[src/rtl/dnle_pkg.sv]
package dnle_pkg;

    localparam int MAX_LABEL_DEF = 32;
    localparam logic [7:0] DOT_CHAR = 8'h2E;

    typedef struct packed {
        logic store;
        logic emit_len;
        logic emit_data;
        logic emit_term;
        logic last;
    } t_cmd;

    typedef struct packed {
        logic out_free;
        logic cnt_zero;
        logic data_last;
    } t_stat;

endpackage

[src/rtl/dnle_ctrl.sv]
module dnle_ctrl
    import dnle_pkg::*;
(
    input  logic       i_clk,
    input  logic       i_rst_n,
    input  logic       i_in_valid,
    output logic       o_in_stall,
    input  logic [7:0] i_char_in,
    input  logic       i_char_valid,
    input  logic       i_name_end,
    input  t_stat      i_stat,
    output t_cmd       o_cmd
);

    typedef enum logic [1:0] {
        S_IDLE,
        S_FLUSH,
        S_BYTES,
        S_TERM
    } t_state;

    t_state r_state, n_state;
    logic   r_second, n_second;
    logic   r_term, n_term;
    logic   w_accept;
    logic   w_is_dot;

    assign o_in_stall = (r_state != S_IDLE);
    assign w_accept   = i_in_valid && (r_state == S_IDLE);
    assign w_is_dot   = (i_char_in == DOT_CHAR);

    always_comb begin
        n_state  = r_state;
        n_second = r_second;
        n_term   = r_term;
        o_cmd    = '0;
        case (r_state)
            S_IDLE: begin
                if (w_accept) begin
                    o_cmd.store = i_char_valid && !w_is_dot;
                    if (i_char_valid && w_is_dot) begin
                        n_state  = S_FLUSH;
                        n_second = i_name_end;
                        n_term   = i_name_end;
                    end else if (i_name_end) begin
                        n_state  = S_FLUSH;
                        n_second = 1'b0;
                        n_term   = 1'b1;
                    end
                end
            end
            S_FLUSH: begin
                if (i_stat.out_free) begin
                    o_cmd.emit_len = 1'b1;
                    o_cmd.last     = i_stat.cnt_zero && !r_second && !r_term;
                    if (!i_stat.cnt_zero) begin
                        n_state = S_BYTES;
                    end else if (r_second) begin
                        n_second = 1'b0;
                        n_state  = S_FLUSH;
                    end else if (r_term) begin
                        n_state = S_TERM;
                    end else begin
                        n_state = S_IDLE;
                    end
                end
            end
            S_BYTES: begin
                if (i_stat.out_free) begin
                    o_cmd.emit_data = 1'b1;
                    o_cmd.last      = i_stat.data_last && !r_second && !r_term;
                    if (i_stat.data_last) begin
                        if (r_second) begin
                            n_second = 1'b0;
                            n_state  = S_FLUSH;
                        end else if (r_term) begin
                            n_state = S_TERM;
                        end else begin
                            n_state = S_IDLE;
                        end
                    end
                end
            end
            S_TERM: begin
                if (i_stat.out_free) begin
                    o_cmd.emit_term = 1'b1;
                    o_cmd.last      = 1'b1;
                    n_term          = 1'b0;
                    n_state         = S_IDLE;
                end
            end
            default: begin
                n_state = S_IDLE;
            end
        endcase
    end

    always_ff @(posedge i_clk) begin
        if (!i_rst_n) begin
            r_state  <= S_IDLE;
            r_second <= 1'b0;
            r_term   <= 1'b0;
        end else begin
            r_state  <= n_state;
            r_second <= n_second;
            r_term   <= n_term;
        end
    end

    // A second flush is only pending together with a terminator.
    a_second_implies_term: assert property (@(posedge i_clk) disable iff (!i_rst_n)
        r_second |-> r_term)
        else $error("second flush pending without terminator");

    // The terminator state is only reached with a terminator pending.
    a_term_state: assert property (@(posedge i_clk) disable iff (!i_rst_n)
        (r_state == S_TERM) |-> (r_term && !r_second))
        else $error("terminator state without pending terminator");

    // A word is never emitted while the output register is blocked.
    a_emit_free: assert property (@(posedge i_clk) disable iff (!i_rst_n)
        (o_cmd.emit_len || o_cmd.emit_data || o_cmd.emit_term) |-> i_stat.out_free)
        else $error("emit while output register is blocked");

endmodule

[src/rtl/dnle_dp.sv]
module dnle_dp
    import dnle_pkg::*;
#(
    parameter int MAX_LABEL = MAX_LABEL_DEF
) (
    input  logic       i_clk,
    input  logic       i_rst_n,
    input  logic [7:0] i_char_in,
    input  t_cmd       i_cmd,
    output t_stat      o_stat,
    output logic       o_out_valid,
    input  logic       i_out_stall,
    output logic [7:0] o_out_byte,
    output logic       o_is_length,
    output logic       o_run_last,
    output logic       o_name_done,
    output logic       o_overflow
);

    localparam int AW = (MAX_LABEL > 1) ? $clog2(MAX_LABEL) : 1;
    localparam int CW = $clog2(MAX_LABEL + 1);
    localparam logic [CW-1:0] CNT_MAX = CW'(MAX_LABEL);

    logic [7:0]    r_mem [MAX_LABEL];
    logic [7:0]    r_rd_data;
    logic [CW-1:0] r_cnt;
    logic [CW-1:0] r_len;
    logic [CW-1:0] r_rd_idx;
    logic          r_ovf;
    logic          r_out_valid;
    logic          w_emit;
    logic          w_room;
    logic          w_rd_en;
    logic [AW-1:0] w_rd_addr;

    assign w_emit = i_cmd.emit_len || i_cmd.emit_data || i_cmd.emit_term;
    assign w_room = (r_cnt < CNT_MAX);

    assign o_stat.out_free  = !r_out_valid || !i_out_stall;
    assign o_stat.cnt_zero  = (r_cnt == '0);
    assign o_stat.data_last = (r_rd_idx == r_len);

    assign w_rd_en   = (i_cmd.emit_len && (r_cnt != '0))
                    || (i_cmd.emit_data && (r_rd_idx != r_len));
    assign w_rd_addr = i_cmd.emit_len ? '0 : r_rd_idx[AW-1:0];

    assign o_out_valid = r_out_valid;

    always_ff @(posedge i_clk) begin
        if (i_cmd.store && w_room) begin
            r_mem[r_cnt[AW-1:0]] <= i_char_in;
        end
        if (w_rd_en) begin
            r_rd_data <= r_mem[w_rd_addr];
        end
    end

    always_ff @(posedge i_clk) begin
        if (!i_rst_n) begin
            r_cnt       <= '0;
            r_len       <= '0;
            r_rd_idx    <= '0;
            r_ovf       <= 1'b0;
            r_out_valid <= 1'b0;
        end else begin
            if (i_cmd.store) begin
                if (w_room) begin
                    r_cnt <= r_cnt + 1'b1;
                end else begin
                    r_ovf <= 1'b1;
                end
            end
            if (i_cmd.emit_len) begin
                r_len    <= r_cnt;
                r_cnt    <= '0;
                r_rd_idx <= CW'(1);
            end
            if (i_cmd.emit_data && (r_rd_idx != r_len)) begin
                r_rd_idx <= r_rd_idx + 1'b1;
            end
            if (i_cmd.emit_term) begin
                r_ovf <= 1'b0;
                r_cnt <= '0;
            end
            if (w_emit) begin
                r_out_valid <= 1'b1;
            end else if (!i_out_stall) begin
                r_out_valid <= 1'b0;
            end
        end
    end

    always_ff @(posedge i_clk) begin
        if (w_emit) begin
            o_out_byte  <= i_cmd.emit_len ? 8'(r_cnt)
                         : (i_cmd.emit_data ? r_rd_data : 8'h00);
            o_is_length <= i_cmd.emit_len || i_cmd.emit_term;
            o_run_last  <= i_cmd.last;
            o_name_done <= i_cmd.emit_term;
            o_overflow  <= r_ovf;
        end
    end

    // Storing a character and emitting a word never happen together.
    a_store_no_emit: assert property (@(posedge i_clk) disable iff (!i_rst_n)
        i_cmd.store |-> !w_emit)
        else $error("store coincides with emit");

    // The label count never passes the buffer depth.
    a_cnt_bound: assert property (@(posedge i_clk) disable iff (!i_rst_n)
        (r_cnt <= CNT_MAX) && (r_len <= CNT_MAX))
        else $error("label count beyond buffer depth");

    // The overflow flag is cleared once the terminator has been emitted.
    a_ovf_clear: assert property (@(posedge i_clk) disable iff (!i_rst_n)
        i_cmd.emit_term |=> (!r_ovf && (r_cnt == '0)))
        else $error("state not cleared after terminator");

endmodule

[src/rtl/dns_name_label_encoder_core.sv]
// DNS name label encoder: turns a dotted domain name into wire-format labels.
// Input channel (i_in_valid / o_in_stall): one character per word, with
// i_char_valid low only for an empty name and i_name_end high on the last word.
// Output channel (o_out_valid / i_out_stall): one encoded byte per word, with
// flags for length bytes, the last word caused by an input word, the
// terminating zero and a label overflow seen in the current name.
// Ordinary characters are buffered at one word per cycle with no output.
// A dot or the end of the name flushes the buffered label: the length byte
// first, then each buffered character, read from the label memory one
// address per cycle; a name end then adds the terminator byte.
// Input is stalled while a flush is in progress.
// Characters beyond MAX_LABEL in one label are dropped and raise the overflow
// flag until the terminator. Reset empties the label buffer and the output
// register. When the receiver stalls, the output word holds and the flush
// pauses, which in turn keeps the input stalled.
module dns_name_label_encoder_core
    import dnle_pkg::*;
#(
    parameter int MAX_LABEL = MAX_LABEL_DEF
) (
    input  logic       i_clk,
    input  logic       i_rst_n,
    input  logic       i_in_valid,
    output logic       o_in_stall,
    input  logic [7:0] i_char_in,
    input  logic       i_char_valid,
    input  logic       i_name_end,
    output logic       o_out_valid,
    input  logic       i_out_stall,
    output logic [7:0] o_out_byte,
    output logic       o_is_length,
    output logic       o_run_last,
    output logic       o_name_done,
    output logic       o_overflow
);

    t_cmd  w_cmd;
    t_stat w_stat;

    dnle_ctrl u_ctrl (
        .i_clk        (i_clk),
        .i_rst_n      (i_rst_n),
        .i_in_valid   (i_in_valid),
        .o_in_stall   (o_in_stall),
        .i_char_in    (i_char_in),
        .i_char_valid (i_char_valid),
        .i_name_end   (i_name_end),
        .i_stat       (w_stat),
        .o_cmd        (w_cmd)
    );

    dnle_dp #(
        .MAX_LABEL (MAX_LABEL)
    ) u_dp (
        .i_clk       (i_clk),
        .i_rst_n     (i_rst_n),
        .i_char_in   (i_char_in),
        .i_cmd       (w_cmd),
        .o_stat      (w_stat),
        .o_out_valid (o_out_valid),
        .i_out_stall (i_out_stall),
        .o_out_byte  (o_out_byte),
        .o_is_length (o_is_length),
        .o_run_last  (o_run_last),
        .o_name_done (o_name_done),
        .o_overflow  (o_overflow)
    );

endmodule
[config.mk]
export PLATFORM = sky130hd
export DESIGN_NAME = dns_name_label_encoder_core
export DESIGN_NICKNAME = d
export VERILOG_FILES = /design/src/rtl/dnle_pkg.sv /design/src/rtl/dnle_ctrl.sv /design/src/rtl/dnle_dp.sv /design/src/rtl/dns_name_label_encoder_core.sv
export SDC_FILE = /design/constraint.sdc
export NUM_CORES = 1
export LEC_CHECK = 0
export BUFFER_PORTS_ARGS = -buffer_cell sky130_fd_sc_hd__buf_2
export CAP_MARGIN = 20
export CORE_ASPECT_RATIO = 1.25
export CORE_MARGIN = 10
export CORE_UTILIZATION = 55
export CTS_CLUSTER_DIAMETER = 80
export CTS_CLUSTER_SIZE = 25
export DETAILED_ROUTE_END_ITERATION = 16
export GPL_TIMING_DRIVEN = 0
export PLACE_DENSITY = 0.75
export RECOVER_POWER = 50
export SETUP_SLACK_MARGIN = 0.15
export SLEW_MARGIN = 10
export SYNTH_ARGS = -nofsm -noshare
export SYNTH_HDL_FRONTEND = slang
export SYNTH_HIERARCHICAL = 1
export SYNTH_SLANG_ARGS = --single-unit
[constraint.sdc]
create_clock -name i_clk -period 3.04 [get_ports i_clk]
set_input_delay 0.456 -clock i_clk [delete_from_list [all_inputs] [get_ports i_clk]]
set_output_delay 0.456 -clock i_clk [all_outputs]
set_load 0.005 [all_outputs]
== Word level (Yosys, flattened, before mapping) ==
Memories as Yosys holds them, arrays and structs flattened. A register that Yosys moved wholly into a read port is not among the register bits.
Index checks and enable logic that the tools add are counted.
Storage, ports and cells
  flip-flop bits (word level): 36
  bits in writable memories: 256
  input bits: 14
  output and inout bits: 14
  logic and storage cells: 113
  memories kept: 1
Memories
  u_dp.r_mem: depth 32, width 8, rd ports 1, clocked after memory_dff 1, write ports 1, RTL line dnle_dp.sv:24  | logic [7:0] r_mem [MAX_LABEL];
Operators by class
  $add $sub $neg: 2
  $lt $le $gt $ge: 1
  equality and inequality tests: 14
  mux-type cells: 43
  bitwise logic cells: 3
  reductions and logical operators: 35
Operators with widths (count)
  2-to-1 mux 6 bit: 4
  2-to-1 mux 1 bit: 23
  2-to-1 mux 2 bit: 11
  inequality test 2 x 1 -> 1 bit (second input constant): 7
  adder 6 x 1 -> 6 bit (second input constant): 2
  logical AND 1 bit: 10
  equality test 8 x 6 -> 1 bit (second input constant): 1
  one-hot mux 2 bit (4 select lines): 1
  AND reduction 7 bit: 1
  equality test 6 bit: 1
  zero test 6 bit: 1
  < comparator 6 bit (second input constant): 1
  inequality test 6 bit: 1
  one-hot mux 1 bit (3 select lines): 2
  AND reduction 6 bit: 1
  nonzero test 2 bit: 3
  nonzero test 6 bit: 1
  zero test 1 bit: 5
  logical OR 1 bit: 5
  2-to-1 mux 5 bit: 1
  equality test 2 bit (second input constant): 2
  AND reduction 2 bit: 2
  AND reduction 4 bit: 1
  OR reduction 2 bit: 2
  other kinds (7): 9

== Logic depth before layout (Yosys ltp) ==
Gate-level depths: netlist of run 1.
  depth in word-level cells: 8
  gate-level depth with buffers: 12
  gate-level depth less buffers: 9

== Modules after synthesis ==
The synthesis of run 1 kept the hierarchy.
Modules (own cells, without submodules)
  dnle_dp: instances 1, cells each 759, area an instance 12050.3 um^2, seq. area each 8688.3 um^2
  dnle_ctrl: instances 1, cells each 55, area an instance 436.7 um^2, seq. area each 80.1 um^2

== Worst setup path after synthesis of run 1 ==
Ideal clock, no wire load.
  path kind: reg-to-reg
  from: reg u_ctrl.r_state[0]
  to: mem u_dp.r_mem[19][0] (enable)
  library setup time: 0.385 ns
  arrival time: 2.396 ns
  data required time: 2.655 ns
  path slack: 0.259 ns
  cell stages (with the launch flop): 10
  path buffers: 1
  period minus slack after synthesis: 2.781 ns
  cell sequence: dfxtp_1 > inv_1 > ha_1 > nand2_1 > nor3b_1 > nor2b_1 > buf_2 > nand2_1 > or2_2 > nor3b_1
RTL lines
  from (decl): RTL line dnle_ctrl.sv:22  | t_state r_state, n_state;
  from (signal assigned): RTL line dnle_ctrl.sv:104  | r_state <= n_state;
  to (decl): RTL line dnle_dp.sv:24

==> flow_metrics.env, run 1 <==
export IMPL_run_status="complete, no violations"
export IMPL_reg2reg_setup_slack_ns=0.15
export IMPL_syn_mean_instance_area_um2=15.3
export IMPL_netlist_top_cell_by_area="edfxtp_1"
export IMPL_routed_via_count=7451
export IMPL_grt_antenna_before_repair=0
export IMPL_number_of_enable_flip_flop_cells_after_synthesis=276
export IMPL_rsz0062_at_grt="true"
export IMPL_synth_yosys_seq_area_share_pct=70.2
export IMPL_total_nets_final=891
export IMPL_route_detailed_drc=0
export IMPL_gr_usage_all_layers_pct=19.1
export IMPL_cts_root_buffer="clkbuf_16"
export IMPL_clk_insertion_delay_late_ns=0.51
export IMPL_placement_rows=61
export IMPL_slew_viol_final=0
export IMPL_timing_hold_worst_class="input pin to flip-flop"
export IMPL_yosysMostFrequentCell="edfxtp_1"
export IMPL_totalPowerFinal_mw=7.35
export IMPL_dp_hpwl_mm=19.3
export IMPL_ctsLongestPathBuffers=3
export IMPL_final_design_area_no_fill_um2=13600
export IMPL_worst_setup_path_type="flip-flop to flip-flop"
export IMPL_flow_area_growth_from_synthesis_pct=9.31
export IMPL_largest_net_degree_at_the_start_of_global_routing=34
export IMPL_fp_dieArea_um2=29200
export IMPL_tritoncts_num_buffers=15
export IMPL_netlist_area_leader_share_pct=66.4
export IMPL_diodes=0
export IMPL_cts_sinks=300
export IMPL_routability_congestion_estimate_from_global_placement=0.971
export IMPL_synth_top_cells_by_count="edfxtp_1 (276), mux2i_1 (56), a21oi_1 (40), nor2_1 (40)"
export IMPL_dp_worst_setup_slack_ns=-0.754
export IMPL_synth_warning_count=6
export IMPL_power_per_cell_area_nw_per_um2=539
export IMPL_routed_length_per_placed_instance_um=24.9
export IMPL_initial_core_util_pct=56.0
export IMPL_drt_initial_drc_count=959
export IMPL_reg2reg_from="u_ctrl/r_state[0]"
export IMPL_worst_setup_path_endpoint="u_dp/r_mem[25][5]"
export IMPL_buffer_ports_inserted=27
export IMPL_setup_viol=0
export IMPL_grt_overflow_total=0
export IMPL_final_core_utilization_pct=61.2
export IMPL_worst_path_clk_slew_ns=0.10
export IMPL_finalCritPeriodShare_pct=95.1
export IMPL_tritoncts="built"
export IMPL_ir_worst_vdd_mv=0.459
export IMPL_worst_ep_required_time_ns=3.27
export IMPL_fin_worst_skew_ns=0.0253
export IMPL_max_cap_violations=0
export IMPL_rr_worst_depth=9
export IMPL_syn_nets=838
export IMPL_final_cell_count_no_fill=1159
export IMPL_final_hold_worst_slack_ns=0.235
export IMPL_worstSetupStartpointType="flip-flop"
export IMPL_worst_endpoint_arrival_ns=3.13
export IMPL_die_height_um=188
export IMPL_finalHoldViolCount=0
export IMPL_place_area_um2=13000
export IMPL_asyncSetResetFlopFracSynth_pct=0
export IMPL_core_um2=22300
export IMPL_source_of_the_critical_timing_path="u_ctrl/r_state[0]"
export IMPL_ys_dominant_reg_cell="edfxtp_1"
export IMPL_fmaxAchievable_ghz=0.346
export IMPL_power_leakage_nw=4.24
export IMPL_h_tree_depth=1
export IMPL_routed_wl_mm=28.9
export IMPL_placed_cells_incl_taps=1128
export IMPL_max_slew_margin_rel_pct=38.3
export IMPL_cts_hold_fix_buffers=0
export IMPL_num_io_pins=28
export IMPL_postSynthCellCount=814
export IMPL_vias_per_cell=6.43
export IMPL_tightestPinTransition_ns=0.925
export IMPL_route_antenna_remaining_nets=0
export IMPL_synth_lib_cells_used_distinct=59
export IMPL_r2r_end="u_dp/r_mem[25][5]"
export IMPL_firstDrtPassIters=5
export IMPL_synth_area_um2=12500
export IMPL_synth_seq_cells=300
export IMPL_timing_critical_path_to_type="flip-flop"
export IMPL_grt_pass1_wl_mm=43.3
export IMPL_setup_tns_ns=0
export IMPL_die_w_um=155
export IMPL_crit_path_max_fanout=8
export IMPL_post_route_cells_drive_above_1_share_pct=17.0
export IMPL_worst_slack_ns=0.149
export IMPL_via_count_of_the_first_global_routing_pass=7136
export IMPL_synth_top_cells_by_area="edfxtp_1 (66%), mux2i_1 (4.5%), dfxtp_1 (3.8%)"
export IMPL_n_fill_cell=1637
export IMPL_finalCriticalPeriod_ns=2.89
==> routing by layer <==
| layer | global-route usage (%) | wire (µm) | vias to the layer above |
|---|---|---|---|
| met5 | 0 | 0 | - |
| met4 | 8.01 | 1190 | 0 |
| met3 | 2.80 | 2070 | 65 |
| met2 | 31.5 | 14200 | 339 |
| met1 | 24.8 | 11500 | 3732 |
| li1 | - | - | 3315 |
==> worst min path at each step <==
stage | from | end | slack (ns) | cells past startpoint
floorplan | u_dp/r_ovf | u_dp/o_overflow | 0.41 | 0
global placement | u_dp/r_ovf | u_dp/o_overflow | 0.45 | 0
detailed placement | u_dp/r_ovf | u_dp/o_overflow | 0.45 | 0
CTS | i_rst_n | u_ctrl/r_state[0] | 0.23 | 3
global route | i_rst_n | u_ctrl/r_state[0] | 0.23 | 3
finish | i_rst_n | u_ctrl/r_state[0] | 0.23 | 3
==> layout by cell type (no fill, tap or decap), types with 4 or more instances in the layout <==
cell / synthesis / final
inv_1: 11 / 10
nand3_1: 11 / 11
buf_2: 16 / 30
nor3_2: 0 / 4
o21ai_0: 20 / 22
buf_4: 6 / 12
mux2_2: 25 / 25
xnor2_1: 5 / 5
nand2b_1: 16 / 16
a22o_1: 4 / 4
a31oi_1: 10 / 10
a311oi_1: 8 / 8
buf_6: 6 / 6
mux4_2: 8 / 8
and2_1: 7 / 4
buf_1: 5 / 5
a221oi_1: 32 / 26
nor2_1: 40 / 24
a221oi_2: 0 / 6
nor2_2: 1 / 14
a22oi_1: 32 / 32
nand2_1: 21 / 21
edfxtp_1: 276 / 276
nor3_1: 11 / 4
a32oi_1: 8 / 8
mux2i_1: 56 / 56
xor2_1: 4 / 4
dfxtp_1: 24 / 24
o2111ai_1: 8 / 8
a21oi_1: 40 / 39
clkbuf_1: 25 / 47
clkbuf_16: 0 / 15
nor3b_1: 7 / 4
ha_1: 10 / 9
nor2b_1: 17 / 17
o2bb2ai_1: 8 / 6
==> report_power, final <==
| group | switching [mW] | internal [mW] |
|---|---|---|
| clock | 1.21 | 0.948 |
| sequential | 0.0147 | 4.54 |
| combinational | 0.421 | 0.220 |
==> cell type report <==
class / instances / area [µm²] / share of cell area, %
inverters: 11 / 41.3 / 0.303
clock inverters: 1 / 8.76 / 0.0642
well taps: 283 / 354 / 2.59
clock buffers: 25 / 413 / 3.03
plain buffers: 58 / 307 / 2.25
flip-flops and latches: 300 / 8770 / 64.2
repair buffers: 36 / 199 / 1.46
multi-input cells: 445 / 3560 / 26.1
==> state kept, by name (all words and copies together) (netlist names) <==
signal	count
u_dp/o_name_done	1
u_dp/r_rd_idx	6
u_dp/r_cnt	6
u_dp/o_is_length	1
u_dp/r_rd_data	8
u_dp/o_run_last	1
u_ctrl/r_state	2
u_dp/r_len	6
u_dp/o_out_byte	8
u_dp/o_overflow	1
u_dp/o_out_valid	1
u_dp/r_mem	256
u_ctrl/r_term	1
u_ctrl/r_second	1
u_dp/r_ovf	1
==> cell families after synthesis <==
family | synth area share, %
compound gates | 10.8
flops | 70.2
simple gates | 6.27
fa+ha+maj | 1.00
buf+inv | 2.78
xor+xnor | 0.762
mux | 8.19
==> critical path, stage by stage (launching register included) <==
cell and delay, ns:
dfxtp_1 0.36, inv_1 0.12, ha_2 0.24, nand2_1 0.11, nor3b_2 0.19, nor2b_1 0.15, buf_2 0.20, nand2_1 0.42
nor3_2 0.58, buf_4 0.25
==> timing repair <==
item / in CTS / in global routing
buffers inserted: 1 / 3
gates cloned: 0 / 0
gates resized for setup: 16 / 33
pin swaps: 1 / 3
setup endpoints to repair: 113 / 265
Note: power is estimated with default switching activity, not from simulation.
==> run 2, diff against run 1 <==
BUFFER_PORTS_ARGS = -buffer_cell sky130_fd_sc_hd__clkbuf_2   (was -buffer_cell sky130_fd_sc_hd__buf_2)
==> run 2 against run 1 <==
  * First-iteration DRC count decreased by 3.8%
  * Sequential share of layout area grew 0.076 points
  * Critical path depth shrank 5
  * Sequential cell count unchanged
  * Fmax up 3.6%
  * Largest power group unchanged
  * Highest routed layer unchanged
==> flow_metrics.env, run 2 (synthesis results as in run 1) <==
export IMPL_die_height_um=188
export IMPL_vias_per_cell=6.44
export IMPL_final_hold_worst_slack_ns=0.248
export IMPL_slew_viol_final=0
export IMPL_route_antenna_remaining_nets=0
export IMPL_initial_core_util_pct=56.0
export IMPL_most_common_layout_cells="edfxtp_1 (276), mux2i_1 (56), clkbuf_1 (48)"
export IMPL_n_fill_cell=1671
export IMPL_num_io_pins=28
export IMPL_total_nets_final=891
export IMPL_grt_pass1_wl_mm=44.1
export IMPL_placement_rows=61
export IMPL_worst_setup_path_type="flip-flop to flip-flop"
export IMPL_fmaxAchievable_ghz=0.359
export IMPL_tritoncts_num_buffers=15
export IMPL_worstSetupStartpointType="flip-flop"
export IMPL_max_slew_margin_rel_pct=27.2
export IMPL_via_count_of_the_first_global_routing_pass=7365
export IMPL_diodes=0
export IMPL_setup_viol=0
export IMPL_tightestPinTransition_ns=1.09
export IMPL_run_status="complete, no violations"
export IMPL_totalPowerFinal_mw=7.32
export IMPL_routability_congestion_estimate_from_global_placement=0.952
export IMPL_finalCritPeriodShare_pct=91.8
export IMPL_flow_area_growth_from_synthesis_pct=9.18
export IMPL_routed_via_count=7454
export IMPL_power_net_switching_mw=1.63
export IMPL_largest_register_ff_count=256
export IMPL_final_common_cell="edfxtp_1"
export IMPL_crit_path_max_fanout=10
export IMPL_cts_sinks=300
export IMPL_worst_path_clk_slew_ns=0.10
export IMPL_die_w_um=155
export IMPL_post_route_cells_drive_above_1_share_pct=16.5
export IMPL_buffer_ports_inserted=27
export IMPL_rsz0062_at_grt="true"
export IMPL_routed_length_per_placed_instance_um=25.0
export IMPL_timing_hold_worst_class="input pin to flip-flop"
export IMPL_power_clock_fraction_pct=29.1
export IMPL_firstDrtPassIters=6
export IMPL_drt_initial_drc_count=923
export IMPL_core_um2=22300
export IMPL_gr_usage_all_layers_pct=19.4
export IMPL_worst_ep_required_time_ns=3.17
export IMPL_route_detailed_drc=0
export IMPL_ctsLongestPathBuffers=3
export IMPL_finalCriticalPeriod_ns=2.79
export IMPL_p_int_mw=5.70
export IMPL_power_frac_comb_pct=8.7
export IMPL_power_leakage_nw=4.21
export IMPL_largest_net_degree_at_the_start_of_global_routing=34
export IMPL_timing_critical_path_to_type="flip-flop"
export IMPL_cts_root_buffer="clkbuf_16"
export IMPL_dp_hpwl_mm=19.6
export IMPL_switching_share_pct=22.2
export IMPL_max_cap_violations=0
export IMPL_grt_antenna_before_repair=0
export IMPL_worst_endpoint_arrival_ns=2.92
export IMPL_placed_cells_incl_taps=1129
export IMPL_final_cell_count_no_fill=1158
export IMPL_tritoncts="built"
export IMPL_fp_dieArea_um2=29200
export IMPL_fin_worst_skew_ns=0.0163
export IMPL_setup_tns_ns=0
export IMPL_cts_hold_fix_buffers=0
export IMPL_routed_wl_mm=29.0
export IMPL_ir_worst_vdd_mv=0.419
export IMPL_grt_overflow_total=0
export IMPL_clk_insertion_delay_late_ns=0.50
export IMPL_finalHoldViolCount=0
export IMPL_power_per_cell_area_nw_per_um2=537
export IMPL_sequential_power_share_pct=62.2
export IMPL_final_core_utilization_pct=61.2
export IMPL_h_tree_depth=1
==> run 2: cell types whose count changed in the layout (fill, tap and decap cells not counted), moves of 3 or more <==
| cell | before | now |
|---|---|---|
| nor3_2 | 4 | 1 |
| a221oi_2 | 6 | 0 |
| nand2_1 | 21 | 17 |
| clkbuf_2 | 1 | 11 |
| buf_4 | 12 | 15 |
| buf_2 | 30 | 16 |
| nand2_2 | 0 | 4 |
| a221oi_1 | 26 | 32 |
| nor3_4 | 3 | 7 |
==> run 2: cell type report <==
class | count | area, µm² | area share [%]
tap | 283 | 354 | 2.60
buffer | 58 | 305 | 2.24
sequential | 300 | 8770 | 64.3
multi-input combinational | 445 | 3560 | 26.1
clock buffer | 25 | 413 | 3.03
timing repair buffer | 36 | 194 | 1.42
inverter | 11 | 41.3 | 0.303
==> run 2: critical path: stages, from the launching register on <==
cell and delay [ns]:
dfxtp_1 0.32, clkbuf_1 0.34, clkbuf_1 0.86, nand3_1 0.31, nor2_1 0.60
==> run 2: routing by layer <==
metal / global-route usage (%) / routed length (µm)
met5: 0 / 0
met1: 24.9 / 11400
met4: 7.24 / 1030
met2: 32.9 / 14600
met3: 2.48 / 1970
==> run 2: what timing repair did <==
item,4_1_cts,5_1_grt
setup endpoints to repair,232,247
gates resized for setup,23,34
pin swaps,0,4
buffers inserted,0,4
==> run 2: power groups by stage <==
stage          logic (mW)  registers (mW)  clock network [mW]
6_report            0.638            4.55                2.13
5_1_grt             0.682            4.56                2.32
4_1_cts             0.628            4.55                2.17
3_5_place_dp        0.623            4.65                   0
3_3_place_gp        0.610            4.65                   0
2_1_floorplan       0.386            4.65                   0
==> run 2: per-stage QoR <==
step / setup slack [ns] / cell area (µm²)
2_1_floorplan: 0.259 / 12500
3_3_place_gp: -1.14 / 13000
3_5_place_dp: -0.899 / 13000
4_1_cts: 0.0905 / 13500
5_1_grt: 0.0932 / 13600
6_report: 0.251 / 13600
==> run 2: final timing paths <==
path | from | endpoint | cells after the start | slack, ns
hold / removal | i_rst_n | u_ctrl/r_state[1] | 2 | 0.25
setup / recovery | u_dp/r_cnt[4] | u_dp/r_mem[29][6] | 4 | 0.25
setup reg to reg | u_dp/r_cnt[4] | u_dp/r_mem[29][6] | 4 | 0.25
hold reg to reg | u_dp/r_ovf | u_dp/o_overflow | 0 | 0.46
==> run 3, diff against run 2 <==
--- a/config.mk
+++ b/config.mk
@@ -9,5 +9,5 @@
 export CAP_MARGIN = 20
 export CORE_ASPECT_RATIO = 1.25
-export CORE_MARGIN = 10
+export CORE_MARGIN = 5
 export CORE_UTILIZATION = 55
 export CTS_CLUSTER_DIAMETER = 80
==> constraint.sdc (replaced) <==
create_clock -name i_clk -period 3.04 [get_ports i_clk]
set_input_delay 0.608 -clock i_clk [delete_from_list [all_inputs] [get_ports i_clk]]
set_output_delay 0.608 -clock i_clk [all_outputs]
set_load 0.005 [all_outputs]
==> run 3 against run 2 <==
  * Die area shrank 11%
  * Count of clock-buffer cells in the layout unchanged
  * Clock skew up 0.0044 ns
  * Power about the same
  * Hold slack better by 0.15 ns
  * Register-to-register slack lost 0.05 ns
  * Setup slack got worse by 0.047 ns
  * Core utilization hardly changed
  * Cell count is 0.17% lower
  * Non-clock buffer count is 3 lower
  * Sequential share of layout area hardly changed
  * Highest routed layer unchanged
==> flow_metrics.env, run 3 (synthesis results as in run 1) <==
export IMPL_run_status="complete, no violations"
export IMPL_timing_hold_worst_class="input pin to flip-flop"
export IMPL_largest_net_degree_at_the_start_of_global_routing=34
export IMPL_firstDrtPassIters=5
export IMPL_route_detailed_drc=0
export IMPL_power_net_switching_mw=1.62
export IMPL_grt_antenna_before_repair=0
export IMPL_buffer_ports_inserted=27
export IMPL_max_cap_violations=0
export IMPL_routed_length_per_placed_instance_um=24.6
export IMPL_ctsLongestPathBuffers=3
export IMPL_finalCriticalPeriod_ns=2.84
export IMPL_core_um2=22300
export IMPL_worst_endpoint_arrival_ns=3.06
export IMPL_cts_sinks=300
export IMPL_sequential_power_share_pct=62.2
export IMPL_number_of_buffers_and_inverters_on_the_critical_path=4
export IMPL_reg2reg_setup_slack_ns=0.20
export IMPL_max_slew_margin_rel_pct=31.9
export IMPL_initial_core_util_pct=56.0
export IMPL_cts_root_buffer="clkbuf_16"
export IMPL_grt_overflow_total=0
export IMPL_power_clock_fraction_pct=29.1
export IMPL_crit_path_frequent_cell="buf_2"
export IMPL_gr_usage_all_layers_pct=22.2
export IMPL_most_common_layout_cells="edfxtp_1 (276), mux2i_1 (56), clkbuf_1 (41)"
export IMPL_tritoncts_num_buffers=15
export IMPL_power_frac_comb_pct=8.7
export IMPL_fin_worst_skew_ns=0.0208
export IMPL_slew_viol_final=0
export IMPL_setup_viol=0
export IMPL_routability_congestion_estimate_from_global_placement=0.976
export IMPL_setup_tns_ns=0
export IMPL_dp_worst_setup_slack_ns=-0.905
export IMPL_crit_path_max_fanout=10
export IMPL_die_w_um=145
export IMPL_routed_wl_mm=28.4
export IMPL_post_route_cells_drive_above_1_share_pct=17.2
export IMPL_critical_path_slowest_cell="o2bb2ai_1"
export IMPL_rr_worst_depth=11
export IMPL_flow_area_growth_from_synthesis_pct=9.14
export IMPL_crit_chain="inv_1 > ha_1 > and2_1 > buf_2 > nor2b_1 > buf_2 > buf_2 > a221oi_1 > a21oi_1 > o2bb2ai_1 > a32oi_1"
export IMPL_num_io_pins=28
export IMPL_ir_worst_vdd_mv=0.449
export IMPL_diodes=0
export IMPL_grt_pass1_wl_mm=42.5
export IMPL_final_core_utilization_pct=61.1
export IMPL_drt_initial_drc_count=923
export IMPL_tritoncts="built"
export IMPL_final_common_cell="edfxtp_1"
export IMPL_routed_via_count=7325
export IMPL_largest_incremental_delay_on_the_critical_path_ns=0.41
export IMPL_fp_dieArea_um2=25800
export IMPL_path_depth=11
export IMPL_fmaxAchievable_ghz=0.353
export IMPL_power_per_cell_area_nw_per_um2=537
export IMPL_worst_path_clk_slew_ns=0.09
export IMPL_r2r_end="u_dp/r_rd_data[7]"
export IMPL_timing_critical_path_to_type="flip-flop"
export IMPL_dp_hpwl_mm=19.2
export IMPL_cts_hold_fix_buffers=0
export IMPL_clk_insertion_delay_late_ns=0.50
export IMPL_source_of_the_critical_timing_path="u_ctrl/r_state[1]"
export IMPL_tightestPinTransition_ns=1.02
export IMPL_final_hold_worst_slack_ns=0.400
export IMPL_finalHoldViolCount=0
export IMPL_worst_ep_required_time_ns=3.26
export IMPL_route_antenna_remaining_nets=0
export IMPL_worstSetupStartpointType="flip-flop"
export IMPL_total_nets_final=888
export IMPL_vias_per_cell=6.34
export IMPL_power_leakage_nw=4.23
export IMPL_placement_rows=61
export IMPL_cpLargestDelayFamily="compound AO/OA/AOI/OAI gates"
export IMPL_switching_share_pct=22.1
export IMPL_final_cell_count_no_fill=1156
export IMPL_die_height_um=178
export IMPL_worst_setup_path_endpoint="u_dp/r_rd_data[7]"
export IMPL_finalCritPeriodShare_pct=93.3
export IMPL_worst_slack_ns=0.204
export IMPL_worst_setup_path_type="flip-flop to flip-flop"
export IMPL_h_tree_depth=1
export IMPL_rsz0062_at_grt="true"
export IMPL_post_cts_buffers=0
export IMPL_reg2reg_from="u_ctrl/r_state[1]"
export IMPL_largest_register_ff_count=256
export IMPL_via_count_of_the_first_global_routing_pass=7095
export IMPL_placed_cells_incl_taps=1130
export IMPL_p_int_mw=5.71
## run 3: area by class of cell
cell class / instances / area (µm²)
sequential: 300 / 8770
clock buffer: 25 / 413
fill: 1646 / 8660
timing repair buffer: 33 / 183
buffer: 58 / 310
inverter: 11 / 41.3
tap: 283 / 354
multi-input combinational: 445 / 3550
clock inverter: 1 / 8.76
## run 3: how the worst min path moves through the flow
stage,start,end,slack (ns),cells past startpoint
6_report,i_rst_n,u_ctrl/r_state[0],0.40,3
5_1_grt,i_rst_n,u_ctrl/r_state[0],0.40,3
4_1_cts,i_rst_n,u_ctrl/r_state[0],0.40,3
3_5_place_dp,u_dp/r_ovf,u_dp/o_overflow,0.44,0
3_3_place_gp,u_dp/r_ovf,u_dp/o_overflow,0.44,0
2_1_floorplan,u_dp/r_ovf,u_dp/o_overflow,0.41,0
## run 3: worst min-delay path, stage by stage
cell and delay, ns:
clkbuf_2 0.13, inv_1 0.08, a311oi_2 0.04
## run 3: what timing repair did
item                                    CTS  global route
endpoints found under the setup margin  244           257
endpoints found under the hold margin     0             0
gates resized for setup                  31            30
## run 3: stage by stage
step	total power, mW	cell area (µm²)
6_report	7.32	13600
5_1_grt	7.56	13600
4_1_cts	7.34	13500
3_5_place_dp	5.27	13000
3_3_place_gp	5.26	13000
2_1_floorplan	5.03	12500
## run 3: layer usage
layer  share of wire, %  global-route usage, %  vias to the layer above
li1                   -                      -                     3305
met1                 39                   29.8                     3614
met2                 50                   37.7                      348
met3                7.8                   2.52                       58
met4                3.6                   7.35                        0
met5                  0                      0                        -
## run 3: power by group through the flow
| stage | clock, mW | sequential (mW) | combinational [mW] |
|---|---|---|---|
| finish | 2.13 | 4.55 | 0.637 |
| global route | 2.32 | 4.56 | 0.680 |
| CTS | 2.16 | 4.55 | 0.632 |
| detailed placement | 0 | 4.65 | 0.623 |
| global placement | 0 | 4.65 | 0.609 |
| floorplan | 0 | 4.65 | 0.386 |
